## config.mk

```make
export PLATFORM = sky130hd
export DESIGN_NAME = hysteresis_thermostat_ir_control_core
export DESIGN_NICKNAME = d
export VERILOG_FILES = /design/src/rtl/core/htirc_pkg.sv /design/src/rtl/core/hysteresis_thermostat_ir_control_core.sv
export SDC_FILE = /design/constraint.sdc
export NUM_CORES = 1
export LEC_CHECK = 0
export BUFFER_PORTS_ARGS = -buffer_cell sky130_fd_sc_hd__buf_2
export CAP_MARGIN = 0
export CORE_MARGIN = 2
export CORE_UTILIZATION = 45
export DETAILED_ROUTE_END_ITERATION = 6
export MAX_ROUTING_LAYER = met4
export PLACE_DENSITY = 0.64
export SLEW_MARGIN = 10
export SYNTH_ARGS = -nofsm -noshare
export SYNTH_HDL_FRONTEND = slang
export SYNTH_SLANG_ARGS = --single-unit
```

## constraint.sdc

```tcl
create_clock -name clk -period 9.23 [get_ports clk]
set_input_delay 1.846 -clock clk [delete_from_list [all_inputs] [get_ports clk]]
set_output_delay 1.846 -clock clk [all_outputs]
set_load 0.01 [all_outputs]
```

## src/rtl/core/htirc_pkg.sv

```systemverilog
package htirc_pkg;

  // Default number of valid samples in one average report.
  localparam int DEFAULT_SAMPLES_PER_AVERAGE = 12;

  // Field widths.
  localparam int TEMP_W = 12;
  localparam int BAND_W = 12;
  localparam int CMD_W  = 16;
  localparam int SUM_W  = 16;
  localparam int CFG_INDEX_W = 3;
  localparam int CFG_DATA_W  = 12;

  // Configuration register indexes.
  localparam logic [CFG_INDEX_W-1:0] REG_SETPOINT   = 3'd0;
  localparam logic [CFG_INDEX_W-1:0] REG_BAND_ABOVE = 3'd1;
  localparam logic [CFG_INDEX_W-1:0] REG_BAND_BELOW = 3'd2;
  localparam logic [CFG_INDEX_W-1:0] REG_MANUAL_ON  = 3'd3;
  localparam logic [CFG_INDEX_W-1:0] REG_AUTO_MODE  = 3'd4;

  // Register reset values.
  localparam logic signed [TEMP_W-1:0] SETPOINT_RESET   = 12'sd416;
  localparam logic [BAND_W-1:0]        BAND_ABOVE_RESET = 12'd16;
  localparam logic [BAND_W-1:0]        BAND_BELOW_RESET = 12'd16;

  // Infrared command words.
  localparam logic [CMD_W-1:0] CMD_POWER = 16'h0075;
  localparam logic [CMD_W-1:0] CMD_SET22 = 16'h0875;
  localparam logic [CMD_W-1:0] CMD_OFF   = 16'hC005;

  // Result kinds.
  localparam logic KIND_IR      = 1'b0;
  localparam logic KIND_AVERAGE = 1'b1;

  typedef struct packed {
    logic signed [TEMP_W-1:0] temperature;
    logic                     sensor_ok;
  } in_item_t;

  typedef struct packed {
    logic                     kind;
    logic [CMD_W-1:0]         ir_command;
    logic signed [TEMP_W-1:0] average_temp;
    logic                     cooler_on;
    logic                     last;
  } out_item_t;

endpackage

```

## src/rtl/core/hysteresis_thermostat_ir_control_core.sv

```systemverilog
// Channel  Direction  Handshake              Payload
// in       input      in_valid / in_stall    in_data    (htirc_pkg::in_item_t)
// out      output     out_valid / out_stall  out_data   (htirc_pkg::out_item_t)
// cfg      input      cfg_valid / cfg_ready  cfg_index, cfg_data
//
// A sample is registered on transfer and evaluated when the result buffer is empty
// or its last result leaves, and its zero to three results are loaded into the
// three-entry result buffer at once. Results leave one per cycle unless out_stall
// holds them; a new sample can be taken and held while earlier results drain.
// A sample with sensor_ok low is taken and dropped. Synchronous reset clears
// the buffer, the control state and the registers to their reset values.
// The input stalls only while the held sample cannot move into the buffer.
module hysteresis_thermostat_ir_control_core #(
  parameter int SAMPLES_PER_AVERAGE = htirc_pkg::DEFAULT_SAMPLES_PER_AVERAGE
) (
  input  logic                                 clk,
  input  logic                                 rst,
  input  logic                                 in_valid,
  output logic                                 in_stall,
  input  htirc_pkg::in_item_t                  in_data,
  output logic                                 out_valid,
  input  logic                                 out_stall,
  output htirc_pkg::out_item_t                 out_data,
  input  logic                                 cfg_valid,
  output logic                                 cfg_ready,
  input  logic [htirc_pkg::CFG_INDEX_W-1:0]    cfg_index,
  input  logic [htirc_pkg::CFG_DATA_W-1:0]     cfg_data
);

  localparam int TempW = htirc_pkg::TEMP_W;
  localparam int SumW  = htirc_pkg::SUM_W;
  localparam int CountW = $clog2(SAMPLES_PER_AVERAGE);
  localparam logic [CountW-1:0] CountLast = CountW'(SAMPLES_PER_AVERAGE - 1);
  // Reciprocal for an exact truncating divide of a 16-bit magnitude.
  localparam int RecipShift = SumW + $clog2(SAMPLES_PER_AVERAGE);
  localparam int RecipW = SumW + 2;
  localparam longint RecipFull =
    ((64'sd1 <<< RecipShift) + SAMPLES_PER_AVERAGE - 1) / SAMPLES_PER_AVERAGE;
  localparam logic [RecipW-1:0] Recip = RecipW'(RecipFull);

  // Configuration registers.
  logic signed [TempW-1:0]             setpoint;
  logic [htirc_pkg::BAND_W-1:0]        band_above;
  logic [htirc_pkg::BAND_W-1:0]        band_below;
  logic                                manual_on;
  logic                                auto_mode;

  // Control and averaging state.
  logic                                cooler_state;
  logic signed [SumW-1:0]              sample_sum;
  logic [CountW-1:0]                   sample_count;

  // Held sample stage.
  logic                                a_valid;
  logic signed [TempW-1:0]             a_temp;
  logic signed [SumW-1:0]              a_sum;
  logic                                a_report;

  // Result buffer.
  htirc_pkg::out_item_t                slot [3];
  logic [1:0]                          b_count;

  logic                                in_fire;
  logic                                out_fire;
  logic                                load_b;
  logic signed [SumW-1:0]              sum_next;

  logic signed [TempW+1:0]             t_ext;
  logic signed [TempW+1:0]             on_level;
  logic signed [TempW+1:0]             off_level;
  logic                                want;
  logic                                turn_on;
  logic                                turn_off;
  logic                                mag_neg;
  logic [SumW-1:0]                     mag;
  logic [SumW+RecipW-1:0]              product;
  logic [TempW-1:0]                    quot;
  logic signed [TempW-1:0]             avg;
  htirc_pkg::out_item_t                res [3];
  logic [1:0]                          res_count;

  assign cfg_ready = 1'b1;
  assign out_valid = (b_count != 2'd0);
  assign out_data  = slot[0];
  assign out_fire  = out_valid && !out_stall;
  assign load_b    = a_valid && ((b_count == 2'd0) || ((b_count == 2'd1) && out_fire));
  assign in_stall  = a_valid && !load_b;
  assign in_fire   = in_valid && !in_stall;
  assign sum_next  = sample_sum + SumW'(in_data.temperature);

  // Configuration writes; indexes beyond the list are ignored.
  always_ff @(posedge clk) begin
    if (rst) begin
      setpoint   <= htirc_pkg::SETPOINT_RESET;
      band_above <= htirc_pkg::BAND_ABOVE_RESET;
      band_below <= htirc_pkg::BAND_BELOW_RESET;
      manual_on  <= 1'b0;
      auto_mode  <= 1'b0;
    end else if (cfg_valid && cfg_ready) begin
      unique case (cfg_index)
        htirc_pkg::REG_SETPOINT:   setpoint   <= $signed(cfg_data[TempW-1:0]);
        htirc_pkg::REG_BAND_ABOVE: band_above <= cfg_data[htirc_pkg::BAND_W-1:0];
        htirc_pkg::REG_BAND_BELOW: band_below <= cfg_data[htirc_pkg::BAND_W-1:0];
        htirc_pkg::REG_MANUAL_ON:  manual_on  <= cfg_data[0];
        htirc_pkg::REG_AUTO_MODE:  auto_mode  <= cfg_data[0];
        default: ;
      endcase
    end
  end

  // Running sum and count advance on each valid sample transfer.
  always_ff @(posedge clk) begin
    if (rst) begin
      sample_sum   <= '0;
      sample_count <= '0;
    end else if (in_fire && in_data.sensor_ok) begin
      if (sample_count == CountLast) begin
        sample_sum   <= '0;
        sample_count <= '0;
      end else begin
        sample_sum   <= sum_next;
        sample_count <= sample_count + 1'b1;
      end
    end
  end

  // Held sample: valid flag under reset, payload without.
  always_ff @(posedge clk) begin
    if (rst) begin
      a_valid <= 1'b0;
    end else if (in_fire && in_data.sensor_ok) begin
      a_valid <= 1'b1;
    end else if (load_b) begin
      a_valid <= 1'b0;
    end
  end

  always_ff @(posedge clk) begin
    if (in_fire && in_data.sensor_ok) begin
      a_temp   <= in_data.temperature;
      a_sum    <= sum_next;
      a_report <= (sample_count == CountLast);
    end
  end

  // Hysteresis decision in auto mode, compared at full precision; manual mode follows manual_on.
  always_comb begin
    t_ext     = $signed({{2{a_temp[TempW-1]}}, a_temp});
    on_level  = $signed({{2{setpoint[TempW-1]}}, setpoint}) + $signed({2'b00, band_above});
    off_level = $signed({{2{setpoint[TempW-1]}}, setpoint}) - $signed({2'b00, band_below});
    want = cooler_state;
    if (auto_mode) begin
      if (t_ext >= on_level) begin
        want = 1'b1;
      end else if (t_ext <= off_level) begin
        want = 1'b0;
      end
    end else begin
      want = manual_on;
    end
    turn_on  = want && !cooler_state;
    turn_off = !want && cooler_state;
  end

  // Average: magnitude times reciprocal, then the sign restored.
  always_comb begin
    mag_neg = a_sum[SumW-1];
    mag     = mag_neg ? SumW'(-a_sum) : SumW'(a_sum);
    product = (SumW+RecipW)'(mag) * (SumW+RecipW)'(Recip);
    quot    = product[RecipShift +: TempW];
    avg     = mag_neg ? $signed(-quot) : $signed(quot);
  end

  // Results of the held sample, in emission order.
  always_comb begin
    for (int i = 0; i < 3; i++) begin
      res[i].kind         = htirc_pkg::KIND_IR;
      res[i].ir_command   = '0;
      res[i].average_temp = '0;
      res[i].cooler_on    = want;
      res[i].last         = 1'b0;
    end
    if (turn_on) begin
      res[0].ir_command   = htirc_pkg::CMD_POWER;
      res[1].ir_command   = htirc_pkg::CMD_SET22;
      res[2].kind         = htirc_pkg::KIND_AVERAGE;
      res[2].average_temp = avg;
      res_count = a_report ? 2'd3 : 2'd2;
    end else if (turn_off) begin
      res[0].ir_command   = htirc_pkg::CMD_OFF;
      res[1].kind         = htirc_pkg::KIND_AVERAGE;
      res[1].average_temp = avg;
      res_count = a_report ? 2'd2 : 2'd1;
    end else begin
      res[0].kind         = htirc_pkg::KIND_AVERAGE;
      res[0].average_temp = avg;
      res_count = a_report ? 2'd1 : 2'd0;
    end
    for (int i = 0; i < 3; i++) begin
      res[i].last = (res_count == 2'(i + 1));
    end
  end

  // Cooler state follows the decision when the sample is evaluated.
  always_ff @(posedge clk) begin
    if (rst) begin
      cooler_state <= 1'b0;
    end else if (load_b) begin
      cooler_state <= want;
    end
  end

  // Result buffer: loaded whole, drained from the front.
  always_ff @(posedge clk) begin
    if (rst) begin
      b_count <= 2'd0;
    end else if (load_b) begin
      b_count <= res_count;
    end else if (out_fire) begin
      b_count <= b_count - 2'd1;
    end
  end

  always_ff @(posedge clk) begin
    if (load_b) begin
      slot[0] <= res[0];
      slot[1] <= res[1];
      slot[2] <= res[2];
    end else if (out_fire) begin
      slot[0] <= slot[1];
      slot[1] <= slot[2];
    end
  end

endmodule
```

# ---- After elaboration in Yosys (flattened, before gate mapping)
# Memory sizes are Yosys's and may differ from the RTL's.
# Index checks and enable logic that the tools add are counted.
dict set report op_classes {
  addsub 7
  n_mux 36
  n_eq_ne 9
  n_lt_le_gt_ge 2
  bitwise 2
  reduce_logical 24
  mul 1
}
# cell count
set ops {}
lappend ops {{12-bit two-way mux} 7}
lappend ops {{16-bit two-way mux} 4}
lappend ops {{31-bit two-way mux} 2}
lappend ops {{16-bit by 16-bit multiplier with 31-bit output, second input constant} 1}
lappend ops {{1-bit two-way mux} 17}
lappend ops {{16-bit by 12-bit adder with 16-bit output} 1}
lappend ops {{16-bit negator} 1}
lappend ops {{12-bit by 13-bit adder with 14-bit output} 1}
lappend ops {{12-bit by 14-bit greater-or-equal comparator with 1-bit output} 1}
lappend ops {{12-bit by 14-bit <= comparator with 1-bit output} 1}
lappend ops {{12-bit by 13-bit subtractor with 14-bit output} 1}
lappend ops {{12-bit negator} 1}
lappend ops {{2-bit two-way mux} 5}
lappend ops {{2-bit AND reduction} 5}
lappend ops {{1-bit logical AND} 8}
lappend ops {{3-bit by 2-bit == test with 1-bit output, second input constant} 2}
lappend ops {{2-bit nonzero test} 3}
lappend ops {{1-bit logical NOT} 5}
lappend ops {{4-bit by 1-bit adder with 4-bit output, second input constant} 1}
lappend ops {{2-bit by 1-bit == test with 1-bit output, second input constant} 2}
lappend ops {{2-bit == test, second input constant} 2}
lappend ops {{4-bit == test, second input constant} 1}
lappend ops {{4-bit two-way mux} 1}
lappend ops {{3-bit by 1-bit == test with 1-bit output, second input constant} 1}
lappend ops {{other kinds (6)} 7}
dict set report word_totals {
  output_inout_bits 34
  reg_bits 91
  ramBits 93
  mem_count 1
  elab_cells 95
  input_bits 33
}
# memory depth width rd rd_clocked_by_memory_dff write_ports line_no
set memory_table {}
lappend memory_table {slot 3 31 3 0 3 hysteresis_thermostat_ir_control_core.sv:60} ;# htirc_pkg::out_item_t slot [3];

# ---- Depth between registers and ports, before layout
# Gate-level depths: netlist (run 1).
dict set report logic_depth {
  depth_word 11
  mapped_depth 30
  depth_no_buf 30
}

# ---- Worst setup path after synthesis (run 1)
# Ideal clock, no wire load.
dict set report synth_path {
  kind {register to register}
  startpoint {register a_sum[7]}
  endpoint {memory slot[0][41] in the netlist's numbering (data pin)}
  arrival_time_ns 7.447
  synth_period_minus_slack_ns 7.703
  slack_ns 1.527
  stages_incl_launch_ff 28
  path_buffers 0
  path_cell_list {edfxtp_1 -> or4_1 -> or3_1 -> or4_1 -> inv_1 -> ha_1 -> ha_1 -> inv_1 -> fa_1 -> inv_1 -> fa_1 -> fa_1 -> inv_1 -> fa_1 -> inv_1 -> ha_1 -> and3_1 -> and4_1 -> nor3b_1 -> o21ai_1 -> a21boi_0 -> or2_2 -> ha_1 -> o311ai_1 -> a211o_1 -> a211oi_1 -> xnor2_1 -> a22o_1}
}
# item line_no
set synth_lines {}
lappend synth_lines {{start: declaration} hysteresis_thermostat_ir_control_core.sv:56} ;# logic signed [SumW-1:0] a_sum;
lappend synth_lines {{start signal: assignment} hysteresis_thermostat_ir_control_core.sv:141} ;# a_sum <= sum_next;
lappend synth_lines {{end: declaration} hysteresis_thermostat_ir_control_core.sv:60}

==> results.py, run 1 <==
metrics = {
    "floorplanning": {
        "io-pin-count": 67,
        "die-height_um": 173,
        "initial_core_util_pct": 45.4,
        "die_w_um": 173,
        "dieArea_um2": 30100,
        "core_um2": 28500,
        "fp-row-count": 62,
    },
    "flow_run": {
        "max_cap_violations": 0,
    },
    "timing": {
        "timing.final.crit_period_ps": 8360,
        "slew_headroom_pct": 21.5,
        "fmax_mhz": 120,
        "finClkSkew_ps": 10.8,
        "worst_slew_pin_slew_ps": 1180,
        "setup_slack_ps": 869,
        "hold_violations": 0,
        "finalCritPeriodShare_pct": 90.6,
        "finalSetupViolations": 0,
        "final-max-slew-violation-count": 0,
        "fin_setup_tns_ps": 0,
        "rsz0062_at_grt": "false",
    },
    "routing": {
        "postRouteAntennaNets": 0,
        "viasPerCell": 5.11,
        "remaining_drc_errors": 0,
        "vias": 9225,
        "drt_iter0_markers": 588,
        "wl_per_cell_um": 14.9,
        "first_pass_iters": 5,
        "wl_um": 26900,
    },
    "critical_path": {
        "crit_path_end_kind": "flip-flop",
        "cp_slowest_cell": "or4_1",
        "worst_ep_required_time_ps": 9420,
        "cpMostUsedCell": "inv_1",
        "slowest_delay_ps": 570,
        "critPathKind": "reg2reg",
        "crit_fanout": 5,
        "startpoint_type": "flip-flop",
        "crit_start": "a_sum[7]",
        "reg2reg_from": "a_sum[7]",
        "cp.arrival_ps": 8550,
    },
    "clock_network": {
        "clk_latency_ps": 440,
        "cts_resized": 0,
        "holdBufCountCts": 0,
        "cts_buffers": 17,
        "htreeDepth": 4,
        "root_buffer": "clkbuf_16",
        "cts_tree": "done",
        "cts_setup_buffers": 0,
        "cts_num_sinks": 141,
        "clk_pin_slew_ps": 60,
        "clock_path_buffers": 2,
    },
    "final_layout": {
        "drive_gt1_share_pct": 8.30,
        "fillers": 2661,
        "fin_nets": 1723,
        "area_delta_synth_final_pct": 8.61,
        "instances_no_fill": 1806,
        "num_antenna_cells": 0,
        "final_util_pct": 49.3,
    },
    "yosys": {
        "ys_seq_area_share_pct": 28.0,
        "syn_avg_cell_area_um2": 9.40,
        "yosys_warnings": 0,
        "yosysTopAreaCell": "ha_1",
        "synth_area_um2": 12900,
        "ys_seq_elements": 141,
        "synth_top_cells_by_area": "ha_1, edfxtp_1, fa_1",
        "ys_types": 71,
        "synth_edf_count": 79,
        "async_flop_share_pct": 0,
        "synthFlopType": "edfxtp_1",
        "yosysTopAreaCellShare_pct": 19.6,
        "synth_cells": 1375,
    },
    "place": {
        "detailedPlace.worstSlack_ps": 877,
        "dp_hpwl_um": 21900,
        "dp_cells": 1774,
        "port_buffers": 57,
        "gp_congestion": 0.903,
    },
    "grt": {
        "grt_overflow": 0,
        "grt_max_degree": 63,
        "grt_pass1_wl_um": 45800,
        "antenna_found_initial": 0,
        "grt.total_usage_pct": 19.4,
        "grt_pass1_vias": 9243,
    },
    "status": {
        "status": "finished, final reports clean",
    },
    "worst_hold_path": {
        "min_path_type": "reg2reg",
        "hp-start": "band_below[5]",
    },
}
path summary, 6_finish.rpt:
path / slack (ps) / depth (start not counted) / to
worst min register to register: 450 / 2 / band_below[5]
worst max register to register: 870 / 27 / slot[0][41]
worst min-delay path: 450 / 2 / band_below[5]
worst max-delay path: 870 / 27 / slot[0][41]
Yosys cell counts (all sizes together), types with 9 or more instances:
library cell / count
a21oi: 81
nand4: 9
nand3: 14
and2: 15
or3: 10
ha: 202
dfxtp: 62
nand2b: 9
a22oi: 11
fa: 79
inv: 222
a21o: 18
a22o: 15
edfxtp: 79
nand2: 137
o21a: 12
xnor2: 58
buf: 33
nor2b: 14
xor2: 18
nor2: 66
o21ai: 56
nor3: 19
nand3b: 9
clkbuf: 25
state kept, by name, summed over array words and instances (netlist names), 2 cells and up:
signal,cells
a_sum,16
a_temp,12
b_count,2
band_above,12
band_below,12
sample_count,4
sample_sum,16
setpoint,12
slot,50
final cells by class:
type	count	area [µm²]	share of cell area (%)
Tap cell	384	480	3.42
Clock buffer	18	450	3.21
Clock inverter	14	123	0.873
Sequential cell	141	3610	25.7
Multi-Input combinational cell	958	8170	58.2
Timing Repair Buffer	66	353	2.51
Inverter	225	845	6.02
cell usage in the layout (no fill, tap or decap), types with 52 or more instances in the layout:
cell      instances
inv_1           222
ha_1            202
nand2_1         137
a21oi_1          81
fa_1             79
edfxtp_1         79
nor2_1           66
dfxtp_1          62
xnor2_1          58
buf_2            57
o21ai_0          52
layer usage:
layer,global-route usage (%),wire (µm),vias to the layer above,share of wire [%]
met4,6.39,587,0,2.2
met5,-,0,-,0
li1,-,-,4690,-
met2,30.9,12700,169,47
met1,25.3,12700,4326,47
met3,3.33,951,40,3.5
worst max-delay path, delay by kind of cell (launching register included):
kind / cells / cell delay [ps]
AO/OA/AOI/OAI: 6 / 1500
XOR/XNOR: 1 / 150
adder cells (fa/ha/maj): 8 / 3040
buffers and inverters: 5 / 390
flip-flops: 1 / 440
AND/OR/NAND/NOR: 7 / 2560
cell families after synthesis:
logic type	synth area share, %
multiplexers	0.668
XOR/XNOR	5.15
buffers and inverters	9.15
AO/OA/AOI/OAI	13.5
adder cells (fa/ha/maj)	31.8
flip-flops	28.0
AND/OR/NAND/NOR	11.8
other	0.0581
through the flow:
| step | instance area [µm²] | hold WS [ps] |
|---|---|---|
| floorplan | 13000 | 436 |
| global placement | 13500 | 443 |
| detailed placement | 13500 | 446 |
| CTS | 14000 | 455 |
| global route | 14000 | 470 |
| finish | 14000 | 454 |
Power of run 1 is left out: the tool's default activity adds up to more than one toggle a clock period on the data nets, which glitch-free logic cannot reach.
==> run 2, diff against run 1 <==
- clock period: 9.23 -> 9.29 ns (I/O delays scaled with it)
==> run 2 against run 1 <==
Setup slack improved by 1.1 ps. Critical path depth is the same. Die area is the same. Global-route usage decreased by 0.080 points. Largest cell class unchanged. Critical endpoint is now slot[0][10]. Utilization barely moved. Non-clock buffer count down 1. Count of clock-buffer cells in the layout decreased by 1. Worst hold slack improved by 1.1 ps. Cell area is essentially flat. Via count up 1.1%.
==> results.py, run 2 (synthesis gave the netlist of run 1 again) <==
metrics = {
    "status": {
        "status": "finished, final reports clean",
    },
    "final_layout": {
        "num_antenna_cells": 0,
        "final_cell_mix": "inv_1, ha_1, nand2_1",
        "final_util_pct": 49.3,
        "area_delta_synth_final_pct": 8.54,
        "final_common_cell": "inv_1",
        "instances_no_fill": 1805,
        "largest_register_ffs": 50,
        "top_regs": "slot: 50 flops, a_sum: 16 flops, sample_sum: 16 flops",
        "final_area_um2": 14000,
        "drive_gt1_share_pct": 7.95,
        "regMostFlops": "slot",
        "fin_nets": 1722,
    },
    "timing": {
        "worst_slew_pin_slew_ps": 1170,
        "rsz0062_at_grt": "false",
        "finClkSkew_ps": 12.6,
        "timing.final.crit_period_ps": 8420,
        "finalCritPeriodShare_pct": 90.6,
        "final-max-slew-violation-count": 0,
        "finalSetupViolations": 0,
        "hold_violations": 0,
        "slew_headroom_pct": 22.1,
        "fin_setup_tns_ps": 0,
        "fmax_mhz": 119,
    },
    "clock_network": {
        "cts_resized": 0,
        "cts_num_sinks": 141,
        "cts_buffers": 17,
        "root_buffer": "clkbuf_16",
        "clock_path_buffers": 2,
        "clk_latency_ps": 420,
        "htreeDepth": 4,
        "cts_tree": "done",
        "clk_pin_slew_ps": 60,
        "holdBufCountCts": 0,
        "cts_setup_buffers": 0,
    },
    "flow_run": {
        "max_cap_violations": 0,
    },
    "critical_path": {
        "critPathKind": "reg2reg",
        "cp_slowest_cell": "or4_1",
        "crit_buf_inv": 5,
        "startpoint_type": "flip-flop",
        "slowest_delay_ps": 560,
        "crit_fanout": 5,
        "crit_path_end_kind": "flip-flop",
        "cp.arrival_ps": 8590,
        "cpLargestDelayFamily": "adder cells",
        "worst_ep_required_time_ps": 9460,
        "cpMostUsedCell": "inv_1",
    },
    "routing": {
        "first_pass_iters": 5,
        "viasPerCell": 5.16,
        "wl_um": 27300,
        "remaining_drc_errors": 0,
        "vias": 9322,
        "postRouteAntennaNets": 0,
        "drt_iter0_markers": 417,
        "wl_per_cell_um": 15.1,
    },
    "grt": {
        "grt_pass1_wl_um": 46000,
        "grt_pass1_vias": 9387,
        "grt.total_usage_pct": 19.4,
        "antenna_found_initial": 0,
        "grt_overflow": 0,
        "grt_max_degree": 63,
    },
    "place": {
        "port_buffers": 57,
        "placed_area_um2": 13500,
        "gp_congestion": 0.902,
        "dp_hpwl_um": 22100,
        "dp_cells": 1773,
    },
    "floorplanning": {
        "core_um2": 28500,
        "fp-row-count": 62,
        "io-pin-count": 67,
        "initial_core_util_pct": 45.4,
        "die-height_um": 173,
        "die_w_um": 173,
        "dieArea_um2": 30100,
    },
    "worst_hold_path": {
        "min_path_type": "reg2reg",
    },
}
## run 2: changes by cell type in the layout (fill, tap and decap cells not counted)
cell and change:
inv_6 -4, clkbuf_16 -1, clkinvlp_4 +1, buf_4 -1, clkinv_2 +1, inv_8 -1, clkinv_1 +4, clkinv_4 -2
bufinv_16 +2
## run 2: per-layer routing
layer	routed length, µm	up-vias	global-route usage, %
met5	0	-	-
met4	536	0	5.44
met3	818	36	2.48
met2	12900	157	31.9
met1	13000	4439	25.1
li1	-	4690	-
## run 2: final timing paths
| check | from | end | slack, ps | cells after the start |
|---|---|---|---|---|
| worst max-delay path | a_sum[7] | slot[0][10] | 870 | 27 |
| worst min-delay path | band_below[6] | band_below[6] | 460 | 2 |
| worst max register to register | a_sum[7] | slot[0][10] | 870 | 27 |
| worst min register to register | band_below[6] | band_below[6] | 460 | 2 |
## run 2: cell type report
class | instances | area [µm²]
clock buffer | 17 | 425
clock inverter | 15 | 146
fill | 2617 | 14400
inverter | 225 | 845
multi-input combinational | 958 | 8170
sequential | 141 | 3610
tap | 384 | 480
timing repair buffer | 65 | 345
## run 2: worst reg2reg max path: cells and delay by family, from the launching register on
family	cells	cell delay, ps
DFF	1	430
buffers and inverters	5	390
AOI/OAI and AO/OA	6	1540
and+or+nand+nor	7	2590
xor gates and xnor gates	1	140
adders and majority gates	8	3080
## run 2: stage by stage
stage	hold WS (ps)	setup slack [ps]
finish	456	870
global route	479	268
CTS	456	873
detailed placement	447	878
global placement	443	1160
floorplan	436	1590
Power of run 2 is left out for the same reason.
==> run 3, diff against run 2 <==
- ABC_AREA: default -> 1
==> run 3 against run 2 <==
Clock skew decreased by 1.5 ps. Routed wire length up 13%. Sequential cell count unchanged.
==> results.py, run 3 <==
metrics = {
    "status": {
        "status": "finished, final reports clean",
    },
    "clock_network": {
        "root_buffer": "clkbuf_16",
        "cts_resized": 0,
        "htreeDepth": 4,
        "clock_path_buffers": 2,
        "holdBufCountCts": 0,
        "cts_setup_buffers": 0,
        "cts_buffers": 17,
        "clk_latency_ps": 430,
        "cts_num_sinks": 141,
        "clk_pin_slew_ps": 60,
        "cts_tree": "done",
    },
    "yosys": {
        "synth_simple_gate_area_share_pct": 18.6,
        "synthAdderAreaFrac_pct": 29.8,
        "synth_compound_area_share_pct": 9.24,
        "synth_top_cells_by_area": "ha_1, edfxtp_1, fa_1",
        "yosys_warnings": 0,
        "yosysTopAreaCellShare_pct": 18.3,
        "ys_types": 52,
        "yosysTopAreaCell": "ha_1",
        "synth_area_um2": 13800,
        "synth.area.mux_share_pct": 0,
        "yosys-top-cells-count": "nand2_1, inv_1, ha_1, nor2_1, a21oi_1",
        "synthFlopType": "edfxtp_1",
        "syn_avg_cell_area_um2": 7.96,
        "synth_top_family_by_area": "adder cells",
        "synth_xor_area_share_pct": 4.06,
        "synth.most_common_cell": "nand2_1",
        "ys_seq_area_share_pct": 26.2,
        "async_flop_share_pct": 0,
        "ys_seq_elements": 141,
        "synth_edf_count": 79,
        "synth_cells": 1730,
    },
    "final_layout": {
        "final_cell_mix": "nand2_1, inv_1, ha_1",
        "num_antenna_cells": 0,
        "fin_nets": 2078,
        "final_area_um2": 14900,
        "regMostFlops": "slot",
        "top_regs": "slot: 50 flops, a_sum: 16 flops, sample_sum: 16 flops",
        "area_delta_synth_final_pct": 8.29,
        "largest_register_ffs": 50,
        "drive_gt1_share_pct": 8.05,
        "final_common_cell": "nand2_1",
        "fillers": 2940,
    },
    "routing": {
        "vias": 10700,
        "routed.top_layer": "met4",
        "wl_per_cell_um": 14.3,
        "wl_met2_um": 15000,
        "wl_met1_um": 14500,
        "wl_um": 31000,
        "postRouteAntennaNets": 0,
        "remaining_drc_errors": 0,
        "drt_iter0_markers": 542,
        "first_pass_iters": 5,
        "viasPerCell": 4.92,
        "met3_length_um": 1090,
    },
    "timing": {
        "setup_slack_ps": 1690,
        "final-max-slew-violation-count": 0,
        "slew_headroom_pct": 27.4,
        "finalCritPeriodShare_pct": 81.8,
        "fmax_mhz": 132,
        "rsz0062_at_grt": "false",
        "hold_violations": 0,
        "fin_setup_tns_ps": 0,
        "finalSetupViolations": 0,
        "finClkSkew_ps": 11.1,
        "worst_slew_pin_slew_ps": 1090,
        "timing.final.crit_period_ps": 7600,
    },
    "place": {
        "detailedPlace.worstSlack_ps": 1690,
        "gp_congestion": 0.974,
        "port_buffers": 57,
        "dp_hpwl_um": 25700,
        "placed_area_um2": 14300,
    },
    "critical_path": {
        "cpLargestDelayFamily": "adder cells",
        "worst_ep_required_time_ps": 9480,
        "crit_fanout": 6,
        "cp.arrival_ps": 7790,
        "cp_slowest_cell": "fa_1",
        "slowest_delay_ps": 540,
        "crit_buf_inv": 11,
        "crit_path_end_kind": "flip-flop",
        "startpoint_type": "flip-flop",
        "critPathKind": "reg2reg",
    },
    "floorplanning": {
        "die-height_um": 179,
        "core_um2": 30300,
        "io-pin-count": 67,
        "dieArea_um2": 32000,
        "die_w_um": 179,
        "fp-row-count": 64,
        "initial_core_util_pct": 45.4,
    },
    "grt": {
        "grt.total_usage_pct": 20.8,
        "grt_overflow": 0,
        "grt_pass1_wl_um": 51100,
        "grt_pass1_vias": 10600,
        "grt_max_degree": 45,
        "antenna_found_initial": 0,
    },
    "worst_hold_path": {
        "min_path_type": "reg2reg",
    },
    "flow_run": {
        "max_cap_violations": 0,
    },
}
[run 3: cell count changes in the layout (fill, tap and decap cells not counted), moves of 14 or more]
cell,before,now
o21ai_0,52,82
nor2_1,66,119
xor2_1,18,41
inv_1,222,339
xnor2_1,58,21
a21oi_1,81,116
nor2b_1,14,0
a22o_1,15,0
nand2_1,137,361
nand3_1,14,57
[run 3: worst register-to-register path, delay by kind of cell (launching register included)]
kind,cells,cell delay (ps)
AO/OA/AOI/OAI,3,660
XOR/XNOR,1,250
adder cells (fa/ha/maj),9,3390
AND/OR/NAND/NOR,16,1660
flip-flops,1,490
buffers and inverters,11,880
[run 3: final timing paths]
check / endpoint / start / depth (start not counted) / slack, ps
setup / recovery: slot[0][12] / a_sum[0] / 40 / 1690
setup reg to reg: slot[0][12] / a_sum[0] / 40 / 1690
hold reg to reg: manual_on / manual_on / 2 / 460
hold / removal: manual_on / manual_on / 2 / 460
[run 3: final cells by class]
type / count / area (µm²) / area share (%)
Timing Repair Buffer: 62 / 323 / 2.16
Tap cell: 396 / 495 / 3.32
Inverter: 351 / 1320 / 8.85
Sequential cell: 141 / 3610 / 24.2
Clock inverter: 14 / 191 / 1.28
Multi-Input combinational cell: 1191 / 8540 / 57.2
Clock buffer: 18 / 439 / 2.94
[run 3: cells by family after synthesis]
logic type | count (synthesis)
flip-flops | 141
adder cells (fa/ha/maj) | 281
buffers and inverters | 405
other | 2
AND/OR/NAND/NOR | 603
XOR/XNOR | 63
AO/OA/AOI/OAI | 235
[run 3: stage by stage]
step / std cells / hold WS, ps / utilization (%)
3_5_place_dp: 2141 / 455 / 47.1
2_1_floorplan: 1737 / 420 / -
4_1_cts: 2173 / 465 / 49.2
6_report: 2173 / 461 / 49.2
3_3_place_gp: 2141 / 453 / 47.1
5_1_grt: 2173 / 481 / 49.2
[run 3: routing by layer]
layer	track usage [%]	vias to the layer above
li1	-	5537
met1	26.8	4942
met2	34.9	182
met3	2.59	37
met4	4.61	0
met5	-	-
Power of run 3 is left out for the same reason.
